$ cat config.mk
export PLATFORM = sky130hd
export DESIGN_NAME = delta_patch_apply_stream
export DESIGN_NICKNAME = d
export VERILOG_FILES = /design/src/rtl/core/dpas_pkg.sv /design/src/rtl/core/dpas_varint.sv /design/src/rtl/core/dpas_engine.sv /design/src/rtl/core/delta_patch_apply_stream.sv
export SDC_FILE = /design/constraint.sdc
export NUM_CORES = 1
export LEC_CHECK = 0
export BUFFER_PORTS_ARGS = -buffer_cell sky130_fd_sc_hd__buf_2
export CAP_MARGIN = 20
export CORE_ASPECT_RATIO = 0.5
export CORE_MARGIN = 10
export CORE_UTILIZATION = 63
export CTS_CLUSTER_SIZE = 40
export DETAILED_ROUTE_END_ITERATION = 12
export GPL_TIMING_DRIVEN = 1
export PLACE_DENSITY = 0.85
export SKIP_CTS_REPAIR_TIMING = 1
export SLEW_MARGIN = 20
export SYNTH_ARGS = -nofsm -noshare
export SYNTH_HDL_FRONTEND = slang
export SYNTH_HIERARCHICAL = 1
export SYNTH_SLANG_ARGS = --single-unit
$ cat constraint.sdc
create_clock -name clk -period 7.6 [get_ports clk]
set_clock_uncertainty 0.2 [all_clocks]
set_input_delay 1.52 -clock clk [delete_from_list [all_inputs] [get_ports clk]]
set_output_delay 1.52 -clock clk [all_outputs]
set_load 0.005 [all_outputs]
$ cat src/rtl/core/dpas_pkg.sv
// Shared types, codes and constants for the delta patch apply stream block.
`timescale 1ns / 1ps

package dpas_pkg;

  // Default size width; magnitudes hold SIZE_BITS-1 bits
  localparam int SIZE_BITS_DEF = 32;

  // Patch length register reset value
  localparam logic [31:0] PATCH_LEN_RST = 32'hFFFF_FFFF;

  // Header codes
  localparam logic [2:0] TYPE_NORMAL   = 3'd0;
  localparam logic [2:0] TYPE_IN_PLACE = 3'd1;
  localparam logic [3:0] COMP_NONE     = 4'd0;

  // Varint shift bookkeeping
  localparam logic [5:0] SHIFT_FIRST = 6'd6;
  localparam logic [6:0] SHIFT_STEP  = 7'd7;
  localparam logic [5:0] SHIFT_MAX   = 6'd63;

  // Result status codes
  typedef enum logic [2:0] {
    ST_OK       = 3'd0,
    ST_BAD_TYPE = 3'd1,
    ST_IN_PLACE = 3'd2,
    ST_BAD_COMP = 3'd3,
    ST_CORRUPT  = 3'd4,
    ST_DONE     = 3'd5
  } status_t;

  // Parser phase, one-hot
  typedef enum logic [7:0] {
    PH_HEADER     = 8'b0000_0001,
    PH_TSIZE      = 8'b0000_0010,
    PH_DIFF_SIZE  = 8'b0000_0100,
    PH_DIFF_DATA  = 8'b0000_1000,
    PH_EXTRA_SIZE = 8'b0001_0000,
    PH_EXTRA_DATA = 8'b0010_0000,
    PH_ADJUST     = 8'b0100_0000,
    PH_DONE       = 8'b1000_0000
  } phase_t;

  // Varint decoder control state
  typedef struct packed {
    logic       active;
    logic       negative;
    logic       over;
    logic [5:0] shift;
  } varint_ctl_t;

  // One result item
  typedef struct packed {
    logic        out_valid;
    logic [7:0]  out_byte;
    logic [31:0] from_addr;
    status_t     status;
    logic        done;
  } res_t;

endpackage

$ cat src/rtl/core/dpas_varint.sv
// Sign-magnitude varint decoder: folds one patch byte into the running value.
`timescale 1ns / 1ps

module dpas_varint #(
  parameter int SIZE_BITS = dpas_pkg::SIZE_BITS_DEF
) (
  input  logic [7:0]                 patch_byte,
  input  dpas_pkg::varint_ctl_t      ctl_in,
  input  logic [SIZE_BITS-2:0]       val_in,
  output dpas_pkg::varint_ctl_t      ctl_out,
  output logic [SIZE_BITS-2:0]       val_out,
  output logic                       complete
);

  localparam int MAG_BITS = SIZE_BITS - 1;
  localparam int WIDE_W   = MAG_BITS + 7;

  logic [6:0]        piece;
  logic [WIDE_W-1:0] wide;
  logic [6:0]        shift_sum;

  assign piece     = patch_byte[6:0];
  assign wide      = WIDE_W'(piece) << ctl_in.shift;
  assign shift_sum = {1'b0, ctl_in.shift} + dpas_pkg::SHIFT_STEP;
  assign complete  = !patch_byte[7];

  // First byte carries sign and six bits; later bytes seven bits each
  always_comb begin
    ctl_out = ctl_in;
    val_out = val_in;
    if (!ctl_in.active) begin
      ctl_out.negative = patch_byte[6];
      val_out          = MAG_BITS'(patch_byte[5:0]);
      ctl_out.shift    = dpas_pkg::SHIFT_FIRST;
      ctl_out.over     = 1'b0;
      ctl_out.active   = 1'b1;
    end else begin
      if (piece != 7'd0) begin
        if (ctl_in.shift >= 6'(MAG_BITS)) begin
          ctl_out.over = 1'b1;
        end else begin
          if (|wide[WIDE_W-1:MAG_BITS]) begin
            ctl_out.over = 1'b1;
          end
          val_out = val_in | wide[MAG_BITS-1:0];
        end
      end
      ctl_out.shift = (shift_sum > {1'b0, dpas_pkg::SHIFT_MAX}) ?
                      dpas_pkg::SHIFT_MAX : shift_sum[5:0];
    end
    // Continuation bit clear ends the varint
    if (complete) begin
      ctl_out.active = 1'b0;
    end
  end

endmodule

$ cat src/rtl/core/dpas_engine.sv
// Patch parser state and per-byte step logic producing one result per byte.
`timescale 1ns / 1ps

module dpas_engine #(
  parameter int SIZE_BITS = dpas_pkg::SIZE_BITS_DEF
) (
  input  logic               clk,
  input  logic               rst,
  input  logic               step,
  input  logic [7:0]         patch_byte,
  input  logic [7:0]         from_byte,
  input  logic [31:0]        patch_length,
  output dpas_pkg::res_t     res
);

  localparam int MAG_BITS = SIZE_BITS - 1;

  dpas_pkg::phase_t      phase, phase_next;
  dpas_pkg::status_t     error_code, error_code_next;
  dpas_pkg::varint_ctl_t vctl, vctl_next, vi_ctl;
  logic [MAG_BITS-1:0]   target_size, target_size_next;
  logic [MAG_BITS-1:0]   target_pos, target_pos_next;
  logic [MAG_BITS-1:0]   section_left, section_left_next;
  logic [MAG_BITS-1:0]   varint_value, varint_value_next, vi_val;
  logic [31:0]           old_pos, old_pos_next;
  logic [31:0]           bytes_seen, bytes_seen_next;
  logic                  vi_done;
  logic                  size_bad;
  logic [MAG_BITS+31:0]  off_ext;
  logic [31:0]           off;
  dpas_pkg::status_t     st;
  logic                  ovalid;
  logic [7:0]            obyte;

  dpas_varint #(
    .SIZE_BITS (SIZE_BITS)
  ) u_varint (
    .patch_byte (patch_byte),
    .ctl_in     (vctl),
    .val_in     (varint_value),
    .ctl_out    (vi_ctl),
    .val_out    (vi_val),
    .complete   (vi_done)
  );

  // Section size checks against the bytes still to produce
  assign size_bad = vi_ctl.over || (vi_ctl.negative && (vi_val != '0)) ||
                    (vi_val > (target_size - target_pos));

  // Seek offset is the low 32 bits of the magnitude
  assign off_ext = (MAG_BITS + 32)'(vi_val);
  assign off     = off_ext[31:0];

  // Step logic for one patch byte
  always_comb begin
    phase_next        = phase;
    error_code_next   = error_code;
    vctl_next         = vctl;
    varint_value_next = varint_value;
    target_size_next  = target_size;
    target_pos_next   = target_pos;
    section_left_next = section_left;
    old_pos_next      = old_pos;
    bytes_seen_next   = bytes_seen;
    st                = dpas_pkg::ST_OK;
    ovalid            = 1'b0;
    obyte             = 8'd0;
    if (error_code != dpas_pkg::ST_OK) begin
      st = error_code;
    end else if (phase == dpas_pkg::PH_DONE) begin
      st = dpas_pkg::ST_DONE;
    end else if (bytes_seen >= patch_length) begin
      st = dpas_pkg::ST_CORRUPT;
    end else begin
      bytes_seen_next = bytes_seen + 32'd1;
      case (phase)
        dpas_pkg::PH_HEADER: begin
          if (patch_byte[6:4] == dpas_pkg::TYPE_NORMAL) begin
            st = (patch_byte[3:0] != dpas_pkg::COMP_NONE) ?
                 dpas_pkg::ST_BAD_COMP : dpas_pkg::ST_OK;
          end else if (patch_byte[6:4] == dpas_pkg::TYPE_IN_PLACE) begin
            st = dpas_pkg::ST_IN_PLACE;
          end else begin
            st = dpas_pkg::ST_BAD_TYPE;
          end
          if (st == dpas_pkg::ST_OK) begin
            phase_next = dpas_pkg::PH_TSIZE;
          end
        end
        dpas_pkg::PH_TSIZE: begin
          vctl_next         = vi_ctl;
          varint_value_next = vi_val;
          if (vi_done) begin
            if (vi_ctl.over || vi_ctl.negative || (vi_val == '0)) begin
              st = dpas_pkg::ST_CORRUPT;
            end else begin
              target_size_next = vi_val;
              target_pos_next  = '0;
              phase_next       = dpas_pkg::PH_DIFF_SIZE;
            end
          end
        end
        dpas_pkg::PH_DIFF_SIZE, dpas_pkg::PH_EXTRA_SIZE: begin
          vctl_next         = vi_ctl;
          varint_value_next = vi_val;
          if (vi_done) begin
            if (size_bad) begin
              st = dpas_pkg::ST_CORRUPT;
            end else begin
              section_left_next = vi_val;
              // Empty sections are skipped straight away
              if (vi_val != '0) begin
                phase_next = (phase == dpas_pkg::PH_DIFF_SIZE) ?
                             dpas_pkg::PH_DIFF_DATA : dpas_pkg::PH_EXTRA_DATA;
              end else begin
                phase_next = (phase == dpas_pkg::PH_DIFF_SIZE) ?
                             dpas_pkg::PH_EXTRA_SIZE : dpas_pkg::PH_ADJUST;
              end
            end
          end
        end
        dpas_pkg::PH_DIFF_DATA, dpas_pkg::PH_EXTRA_DATA: begin
          ovalid = 1'b1;
          if (phase == dpas_pkg::PH_DIFF_DATA) begin
            obyte        = patch_byte + from_byte;
            old_pos_next = old_pos + 32'd1;
          end else begin
            obyte = patch_byte;
          end
          target_pos_next   = target_pos + MAG_BITS'(1);
          section_left_next = section_left - MAG_BITS'(1);
          if (section_left == MAG_BITS'(1)) begin
            phase_next = (phase == dpas_pkg::PH_DIFF_DATA) ?
                         dpas_pkg::PH_EXTRA_SIZE : dpas_pkg::PH_ADJUST;
          end
        end
        dpas_pkg::PH_ADJUST: begin
          vctl_next         = vi_ctl;
          varint_value_next = vi_val;
          if (vi_done) begin
            if (vi_ctl.over) begin
              st = dpas_pkg::ST_CORRUPT;
            end else begin
              old_pos_next = vi_ctl.negative ? (old_pos - off) : (old_pos + off);
              phase_next   = (target_pos == target_size) ?
                             dpas_pkg::PH_DONE : dpas_pkg::PH_DIFF_SIZE;
            end
          end
        end
        default: begin
          st = dpas_pkg::ST_CORRUPT;
        end
      endcase
    end
    // Any failure becomes sticky
    if (st != dpas_pkg::ST_OK) begin
      error_code_next = st;
    end
  end

  // Result of this step
  always_comb begin
    res.out_valid = ovalid;
    res.out_byte  = obyte;
    res.from_addr = old_pos_next;
    res.status    = st;
    res.done      = (phase_next == dpas_pkg::PH_DONE);
  end

  // State registers advance once per processed byte
  always_ff @(posedge clk) begin
    if (rst) begin
      phase        <= dpas_pkg::PH_HEADER;
      error_code   <= dpas_pkg::ST_OK;
      vctl         <= '0;
      varint_value <= '0;
      target_size  <= '0;
      target_pos   <= '0;
      section_left <= '0;
      old_pos      <= '0;
      bytes_seen   <= '0;
    end else if (step) begin
      phase        <= phase_next;
      error_code   <= error_code_next;
      vctl         <= vctl_next;
      varint_value <= varint_value_next;
      target_size  <= target_size_next;
      target_pos   <= target_pos_next;
      section_left <= section_left_next;
      old_pos      <= old_pos_next;
      bytes_seen   <= bytes_seen_next;
    end
  end

endmodule

$ cat src/rtl/core/delta_patch_apply_stream.sv
// Path: a byte is captured in the input register, then its parser step result is captured in the result register.
// Throughput: one patch byte per cycle while m_tready holds; the parser step sits between the input
// register and the result register and updates its state in the same cycle.
// Reset (rst, synchronous, active high) returns the parser to the header phase,
// clears the sticky error and sets patch_length to all ones.
`timescale 1ns / 1ps

module delta_patch_apply_stream #(
  parameter int SIZE_BITS = dpas_pkg::SIZE_BITS_DEF
) (
  input  logic        clk,
  input  logic        rst,
  // Patch byte stream
  input  logic        s_tvalid,
  output logic        s_tready,
  input  logic [15:0] s_tdata,   // patch_byte[7:0], from_byte[15:8]
  // Result stream
  output logic        m_tvalid,
  input  logic        m_tready,
  output logic [47:0] m_tdata,   // out_byte[7:0], from_addr[39:8], status[42:40],
                                 // done_res[43], zero[47:44]
  output logic        m_tuser,   // out_valid[0]
  // patch_length register write
  input  logic        cfg_valid,
  output logic        cfg_ready,
  input  logic [31:0] cfg_data
);

  logic           in_valid_q;
  logic [7:0]     patch_q;
  logic [7:0]     from_q;
  logic           advance;
  logic           step;
  logic [31:0]    patch_length;
  dpas_pkg::res_t res_d;
  dpas_pkg::res_t res_q;

  // Configuration is always taken
  assign cfg_ready = 1'b1;

  always_ff @(posedge clk) begin
    if (rst) begin
      patch_length <= dpas_pkg::PATCH_LEN_RST;
    end else if (cfg_valid) begin
      patch_length <= cfg_data;
    end
  end

  // Handshake: input register moves on whenever the result slot frees
  assign advance  = !m_tvalid || m_tready;
  assign step     = in_valid_q && advance;
  assign s_tready = !in_valid_q || advance;

  // Input register
  always_ff @(posedge clk) begin
    if (rst) begin
      in_valid_q <= 1'b0;
    end else if (s_tready) begin
      in_valid_q <= s_tvalid;
    end
  end

  always_ff @(posedge clk) begin
    if (s_tvalid && s_tready) begin
      patch_q <= s_tdata[7:0];
      from_q  <= s_tdata[15:8];
    end
  end

  dpas_engine #(
    .SIZE_BITS (SIZE_BITS)
  ) u_engine (
    .clk          (clk),
    .rst          (rst),
    .step         (step),
    .patch_byte   (patch_q),
    .from_byte    (from_q),
    .patch_length (patch_length),
    .res          (res_d)
  );

  // Result register
  always_ff @(posedge clk) begin
    if (rst) begin
      m_tvalid <= 1'b0;
    end else if (step) begin
      m_tvalid <= 1'b1;
    end else if (m_tready) begin
      m_tvalid <= 1'b0;
    end
  end

  always_ff @(posedge clk) begin
    if (step) begin
      res_q <= res_d;
    end
  end

  assign m_tdata = {4'd0, res_q.done, res_q.status, res_q.from_addr, res_q.out_byte};
  assign m_tuser = res_q.out_valid;

  // A processed byte always lands in the result slot
  a_step_loads: assert property (@(posedge clk) disable iff (rst)
    step |=> m_tvalid)
    else $error("processed byte did not reach the result register");

  // A stalled input byte is neither lost nor altered
  a_in_hold: assert property (@(posedge clk) disable iff (rst)
    (in_valid_q && !advance) |=> (in_valid_q && $stable(patch_q) && $stable(from_q)))
    else $error("input register changed while stalled");

  // Target bytes only come with an ok status
  a_byte_ok: assert property (@(posedge clk) disable iff (rst)
    (m_tvalid && res_q.out_valid) |-> (res_q.status == dpas_pkg::ST_OK))
    else $error("target byte with error status");

  // A target byte never finishes the image by itself
  a_byte_not_done: assert property (@(posedge clk) disable iff (rst)
    (m_tvalid && res_q.out_valid) |-> !res_q.done)
    else $error("target byte flagged done");

endmodule
# [Word-level counts from Yosys, hierarchy flattened]
# Index checks and enable logic that the tools add are counted.
# Widths: inputs -> output; s select.
[op_classes] add_sub_neg=9 reduce_logical=34 n_lt_le_gt_ge=4 bitwise=7 n_eq_ne=16 shift=1 mux=62
[op_table] operator="$mux 32" n=7
[op_table] operator="$mux 31" n=7
[op_table] operator="$pmux 31 s2" n=2
[op_table] operator="$mux 8" n=14
[op_table] operator="$add 32x1->32 const B" n=2
[op_table] operator="$pmux 32 s2" n=1
[op_table] operator="$mux 3" n=14
[op_table] operator="$pmux 8 s5" n=1
[op_table] operator="$shl 7x6->38" n=1
[op_table] operator="$add 32x31->32" n=1
[op_table] operator="$ge 32x32->1" n=1
[op_table] operator="$sub 32x31->32" n=1
[op_table] operator="$add 31x1->31 const B" n=1
[op_table] operator="$eq 31x1->1 const B" n=1
[op_table] operator="$eq 31x31->1" n=1
[op_table] operator="$gt 31x31->1" n=1
[op_table] operator="$logic_not 31->1" n=1
[op_table] operator="$or 31x31->31" n=1
[op_table] operator="$reduce_bool 31->1" n=1
[op_table] operator="$sub 31x1->31 const B" n=1
[op_table] operator="$sub 31x31->31" n=1
[op_table] operator="$mux 7" n=3
[op_table] operator="$reduce_and 7->1" n=3
[op_table] operator="$eq 8x8->1 const B" n=2
[op_table] operator="other kinds (33)" n=64
[totals] inputBits=53 word_cells=155 regBits=303

# [Logic depth before layout (Yosys ltp)]
[logic_depth] depth_word=17 mapped_depth=26

# [Modules after synthesis]
# Netlist, hierarchy kept.
[modules_own_cells] module="dpas_engine" area_per_inst_um2=16125.5 cells_per_inst=2206 instances=1 seq_area_each_um2=4164.0
[modules_own_cells] module="delta_patch_apply_stream" area_per_inst_um2=3165.5 cells_per_inst=185 instances=1 seq_area_each_um2=2512.4
[modules_own_cells] module="dpas_varint" area_per_inst_um2=1276.2 cells_per_inst=206 instances=1 seq_area_each_um2=0.0

# [Worst setup path before layout]
# No wires, ideal clock.
[synth_timing] kind="register to register" from="reg patch_q[5]" to="reg res_q (netlist bit m_tdata[39]) (data pin)" setup_time_ps=255 path_stages_with_launch=25 path_slack_ps=1921 synth_period_minus_slack_ps=5679 arrival_ps=5224 required_ps=7145 path_cell_list="edfxtp_1 -> nor4_1 -> a211o_1 -> buf_2 -> nor4_1 -> nor2_1 -> a21oi_1 -> buf_6 -> or4_4 -> nor3b_4 -> nand2_1 -> nor2_1 -> a21oi_1 -> xnor2_1 -> ha_1 -> a21o_1 -> a21o_1 -> a21o_1 -> a21oi_1 -> nor2b_1 -> a2111oi_0 -> o311ai_0 -> o311a_1 -> a211o_1 -> and3_1"
[synth_lines] item="start, declared" line_no="delta_patch_apply_stream.sv:30" source="logic [7:0] patch_q;"
[synth_lines] item="start signal, assigned" line_no="delta_patch_apply_stream.sv:65" source="patch_q <= s_tdata[7:0];"
[synth_lines] item="end signal, assigned" line_no="delta_patch_apply_stream.sv:95" source="res_q <= res_d;"
[synth_lines] item="end, declared" line_no="delta_patch_apply_stream.sv:36" source="dpas_pkg::res_t res_q;"

# [Worst setup path in the final report]
[layout_timing] from="reg u_engine.target_pos[0]" to="reg u_engine.section_left[0]"
[layout_via] elab_chain_len=5
[layout_lines] item="start, declared" line_no="dpas_engine.sv:22" source="logic [MAG_BITS-1:0] target_pos, target_pos_next;"
[layout_lines] item="start signal, assigned" line_no="dpas_engine.sv:188" source="target_pos <= target_pos_next;"
[layout_lines] item="$sub 31x31->31" line_no="dpas_engine.sv:48" source="(vi_val > (target_size - target_pos));"
[layout_lines] item="$gt 31x31->1" line_no="dpas_engine.sv:48"
[layout_lines] item="$logic_or 1x1->1" line_no="dpas_engine.sv:47" source="assign size_bad = vi_ctl.over || (vi_ctl.negative && (vi_val != '0)) ||"
[layout_lines] item="$ne 2x2->1 (no line)"
[layout_lines] item="$reduce_and 7->1 (no line)"
[layout_lines] item="end signal, assigned" line_no="dpas_engine.sv:189" source="section_left <= section_left_next;"
[layout_lines] item="end, declared" line_no="dpas_engine.sv:23" source="logic [MAG_BITS-1:0] section_left, section_left_next;"
# Every way passes these cells.
# A chain may end at the register's enable or synchronous reset.

==> insert_results.sql <==
INSERT INTO impl_metrics (metric_group, metric, value, unit) VALUES
('place', 'dp.final_hpwl', '43600', 'um'),
('sta', 'max-slew-margin-rel', '30.8', '%'),
('power_and_ir_drop', 'pwr-share-seq', '47.7', '%'),
('sta', 'setup-tns-final', '0', 'ns'),
('cts', 'clock_tree.htree_level_count', '1', ''),
('global_route', 'overflow', '0', ''),
('synthesis', 'yosysWarnings', '6', ''),
('place', 'preCtsSetupSlack', '0.847', 'ns'),
('layout', 'design.final.nets', '2832', ''),
('sta', 'timing.final.crit_share', '90.6', '%'),
('power_and_ir_drop', 'vdd_ir_max', '153', 'uV'),
('layout', 'antenna-diode-count', '0', ''),
('power_and_ir_drop', 'leak_pwr', '8.80', 'nW'),
('sta', 'setup-violations-final', '0', ''),
('synthesis', 'synthDominantAreaCellType', 'sky130_fd_sc_hd__dfxtp_1', ''),
('floorplanning', 'floorplan.die_area', '40700', 'um2'),
('synthesis', 'cell_types_occupying_the_most_area_after_synthesis', 'sky130_fd_sc_hd__dfxtp_1 24%, sky130_fd_sc_hd__edfxtp_1 8.9%, sky130_fd_sc_hd__ha_1 8.5%', ''),
('sta', 'rsz0062_at_grt', 'false', ''),
('synthesis', 'ys_dominant_reg_cell', 'sky130_fd_sc_hd__dfxtp_1', ''),
('drt', 'routed_wire_per_std_cell', '19.3', 'um'),
('global_route', 'grt_antenna_before_repair', '0', ''),
('drt', 'firstDrtPassIters', '6', ''),
('worst_setup_path', 'setup.worst_path.start_class', 'register', ''),
('power_and_ir_drop', 'power_per_cell_area', '162', 'nW/um2'),
('floorplanning', 'floorplan.io_pins', '105', ''),
('worst_setup_path', 'path_max_fanout', '54', ''),
('synthesis', 'synth_seq_area_share', '32.5', '%'),
('synthesis', 'synthDominantCellAreaShare', '23.6', '%'),
('sta', 'final_critical_path_setup_slack', '0.713', 'ns'),
('sta', 'hold_viol', '0', ''),
('worst_setup_path', 'worstSetupEndpointType', 'register', ''),
('global_route', 'grt_start_max_net_pins', '103', ''),
('layout', 'multiInputGateArea', '12800', 'um2'),
('power_and_ir_drop', 'power.internal', '2.63', 'mW'),
('sta', 'max_slew.worst_pin.slew', '1.03', 'ns'),
('worst_setup_path', 'cp_data_required_time', '7.92', 'ns'),
('sta', 'final-max-slew-violation-count', '0', ''),
('synthesis', 'synth_area_per_cell', '7.92', 'um2'),
('worst_setup_path', 'critPathArrivalTime', '7.21', 'ns'),
('power_and_ir_drop', 'switching_power', '0.975', 'mW'),
('synthesis', 'postSynthRegisterBits', '303', ''),
('floorplanning', 'die_h', '148', 'um'),
('power_and_ir_drop', 'sw_frac_of_total', '27.0', '%'),
('synthesis', 'syn_inst', '2597', ''),
('drt', 'drt_iter0_markers', '2064', ''),
('power_and_ir_drop', 'comb_power_share', '12.0', '%'),
('floorplanning', 'coreArea', '31900', 'um2'),
('drt', 'vias', '19600', ''),
('cts', 'clkLatencyLatePin', '0.58', 'ns'),
('synthesis', 'synth_cell_type_count', '101', ''),
('worst_setup_path', 'criticalPathCategory', 'reg2reg', ''),
('drt', 'drc', '0', ''),
('place', 'weighted_congestion_reported_at_the_end_of_routability_driven_placement', '0.996', ''),
('sta', 'finalCriticalPeriod', '6.89', 'ns'),
('place', 'port_buffers', '99', ''),
('layout', 'seqCellArea', '6680', 'um2'),
('global_route', 'grt_first_pass_wirelength', '94600', 'um'),
('cts', 'clock_sink_count', '303', ''),
('cts', 'tritoncts', 'done', ''),
('drt', 'drt-vias-per-instance', '6.35', ''),
('floorplanning', 'die_w', '276', 'um'),
('drt', 'detail_route.wirelength', '59800', 'um'),
('floorplanning', 'number_of_placement_rows', '46', ''),
('flow_run', 'cap_violations', '0', ''),
('floorplanning', 'start_util', '64.4', '%'),
('run_status', 'run_status', 'finished clean', ''),
('cts', 'clock_path_buffers', '3', ''),
('synthesis', 'area_of_the_mapped_netlist', '20600', 'um2'),
('cts', 'cts_inserted_buffers', '29', ''),
('layout', 'fin_util', '69.7', '%'),
('synthesis', 'synth-async-reset-ratio', '0', '%'),
('layout', 'layout-drive-gt1-share', '9.86', '%'),
('cts', 'worst_setup_hold_path_clk_slew', '0.07', 'ns'),
('synthesis', 'count_of_flip_flops_with_a_built_in_enable_after_synthesis', '61', ''),
('power_and_ir_drop', 'power.share.clock', '40.3', '%'),
('layout', 'syn2layout_area_growth', '8.20', '%'),
('global_route', 'first_global_vias', '17900', ''),
('sta', 'clock.fmax', '145', 'MHz'),
('layout', 'num-fill-cells', '2593', ''),
('cts', 'cts.root.buffer_cell', 'sky130_fd_sc_hd__clkbuf_16', ''),
('drt', 'detail-route-antenna-nets', '0', ''),
('global_route', 'grt_usage', '28.1', '%'),
('min_path', 'hold_path_class', 'reg2reg', '');
[worst paths after layout]
kind	from	endpoint	slack (ns)	cells after the start
max	u_engine/target_pos[0]	u_engine/section_left[0]	0.71	24
min	u_engine/varint_value[23]	u_engine/varint_value[23]	0.26	2
max reg2reg	u_engine/target_pos[0]	u_engine/section_left[0]	0.71	24
min reg2reg	u_engine/varint_value[23]	u_engine/varint_value[23]	0.26	2
[final cells by class]
class,instances,share of cell area (%)
Multi-Input combinational cell,2038,57.6
Sequential cell,303,30.0
Timing Repair Buffer,143,3.74
Clock buffer,35,3.59
Tap cell,432,2.43
Inverter,121,2.04
Clock inverter,18,0.590
[cells in the mapped netlist, types with 18 or more instances]
master and instances:
sky130_fd_sc_hd__a21o_1 27, sky130_fd_sc_hd__nor4_1 23, sky130_fd_sc_hd__nor2b_1 55, sky130_fd_sc_hd__or3_1 18, sky130_fd_sc_hd__nor3_1 67, sky130_fd_sc_hd__a211oi_1 23
sky130_fd_sc_hd__a31oi_1 25, sky130_fd_sc_hd__ha_1 140, sky130_fd_sc_hd__o21ai_0 124, sky130_fd_sc_hd__buf_2 22, sky130_fd_sc_hd__xor2_1 57, sky130_fd_sc_hd__dfxtp_1 242
sky130_fd_sc_hd__nand2b_1 24, sky130_fd_sc_hd__nor2_1 252, sky130_fd_sc_hd__and3_1 30, sky130_fd_sc_hd__xnor2_1 93, sky130_fd_sc_hd__o21a_1 26, sky130_fd_sc_hd__inv_1 120
sky130_fd_sc_hd__a211o_1 36, sky130_fd_sc_hd__nand4_1 39, sky130_fd_sc_hd__nand2_1 346, sky130_fd_sc_hd__clkbuf_1 87, sky130_fd_sc_hd__edfxtp_1 61, sky130_fd_sc_hd__a21oi_1 254
sky130_fd_sc_hd__nand3_1 100
[sequential cells by signal, summed over array words and instances (netlist names), 3 cells and up]
register and flops:
u_engine/phase 8, u_engine/old_pos 32, u_engine/vctl 9, from_q 8
u_engine/varint_value 31, m_tdata 44, patch_q 8, patch_length 32
u_engine/section_left 31, u_engine/bytes_seen 32, u_engine/error_code 3, u_engine/target_size 31
u_engine/target_pos 31
[per-layer routing]
metal	vias to the layer above	global-route usage (%)	wire length [um]
met5	-	0	0
met4	0	7.26	1280
met3	115	5.01	6190
met2	955	44.6	26600
met1	9232	38.7	25700
li1	9318	-	-
[power groups by stage]
stage          Sequential, mW  Clock [mW]  Combinational, mW
3_3_place_gp             1.75           0              0.411
5_1_grt                  1.72        1.53              0.474
6_report                 1.72        1.45              0.432
3_5_place_dp             1.75           0              0.420
2_1_floorplan            1.74           0              0.307
4_1_cts                  1.72        1.46              0.423
[per-stage QoR]
| step | total power, mW | area (um2) | std cells | hold slack, ns |
|---|---|---|---|---|
| floorplan | 2.05 | 20600 | 2600 | 0.233 |
| global placement | 2.16 | 21300 | 3037 | 0.239 |
| detailed placement | 2.17 | 21300 | 3037 | 0.248 |
| CTS | 3.60 | 22300 | 3090 | 0.257 |
| global route | 3.73 | 22300 | 3090 | 0.267 |
| finish | 3.61 | 22300 | 3090 | 0.259 |
[layout by cell type (no fill, tap or decap), types with 10 or more instances in the layout]
cell / n
sky130_fd_sc_hd__a31oi_1: 25
sky130_fd_sc_hd__and2_1: 10
sky130_fd_sc_hd__nand2_1: 346
sky130_fd_sc_hd__mux2i_1: 11
sky130_fd_sc_hd__o31ai_1: 11
sky130_fd_sc_hd__a211oi_1: 23
sky130_fd_sc_hd__a22oi_1: 10
sky130_fd_sc_hd__ha_1: 140
sky130_fd_sc_hd__inv_1: 120
sky130_fd_sc_hd__a21oi_1: 254
sky130_fd_sc_hd__nand4_1: 39
sky130_fd_sc_hd__a21o_1: 27
sky130_fd_sc_hd__or3_1: 18
sky130_fd_sc_hd__nand2b_1: 23
sky130_fd_sc_hd__nor4_1: 21
sky130_fd_sc_hd__and4_1: 11
sky130_fd_sc_hd__nor2_1: 251
sky130_fd_sc_hd__clkbuf_16: 30
sky130_fd_sc_hd__nand3_1: 100
sky130_fd_sc_hd__a211o_1: 36
sky130_fd_sc_hd__dfxtp_1: 242
sky130_fd_sc_hd__o21bai_1: 12
sky130_fd_sc_hd__a211oi_2: 10
sky130_fd_sc_hd__nor3_1: 66
sky130_fd_sc_hd__o21ai_0: 124
sky130_fd_sc_hd__xor2_1: 57
sky130_fd_sc_hd__xnor2_1: 93
sky130_fd_sc_hd__buf_4: 44
sky130_fd_sc_hd__nor2b_1: 54
sky130_fd_sc_hd__buf_2: 98
sky130_fd_sc_hd__edfxtp_1: 61
sky130_fd_sc_hd__o21a_1: 26
sky130_fd_sc_hd__and3_1: 30
[logic make-up after synthesis]
family | synth area share [%]
and+or+nand+nor | 24.2
other | 0.0365
DFF | 32.5
buffers and inverters | 5.44
xor gates and xnor gates | 6.39
muxes | 1.41
adders and majority gates | 8.81
AOI/OAI and AO/OA | 21.2
[worst max-delay path, cell delays in order (launching register included)]
cell and delay, ns:
sky130_fd_sc_hd__dfxtp_1 0.40, sky130_fd_sc_hd__ha_1 0.20, sky130_fd_sc_hd__inv_1 0.05, sky130_fd_sc_hd__fa_1 0.42, sky130_fd_sc_hd__a211oi_1 0.35, sky130_fd_sc_hd__o211ai_1 0.18
sky130_fd_sc_hd__and2_1 0.20, sky130_fd_sc_hd__a32o_1 0.23, sky130_fd_sc_hd__a211oi_1 0.42, sky130_fd_sc_hd__o211a_1 0.25, sky130_fd_sc_hd__o31ai_1 0.13, sky130_fd_sc_hd__a31o_2 0.25
sky130_fd_sc_hd__a21oi_1 0.16, sky130_fd_sc_hd__xor2_1 0.18, sky130_fd_sc_hd__ha_1 0.26, sky130_fd_sc_hd__nand4_1 0.17, sky130_fd_sc_hd__nor4b_1 0.09, sky130_fd_sc_hd__or4_1 0.56
sky130_fd_sc_hd__a21oi_1 0.57, sky130_fd_sc_hd__nand4_1 0.25, sky130_fd_sc_hd__a21oi_4 0.20, sky130_fd_sc_hd__buf_4 0.51, sky130_fd_sc_hd__inv_2 0.19, sky130_fd_sc_hd__a21oi_1 0.19
sky130_fd_sc_hd__o221a_2 0.22
Note: power is estimated with default switching activity, not from simulation.
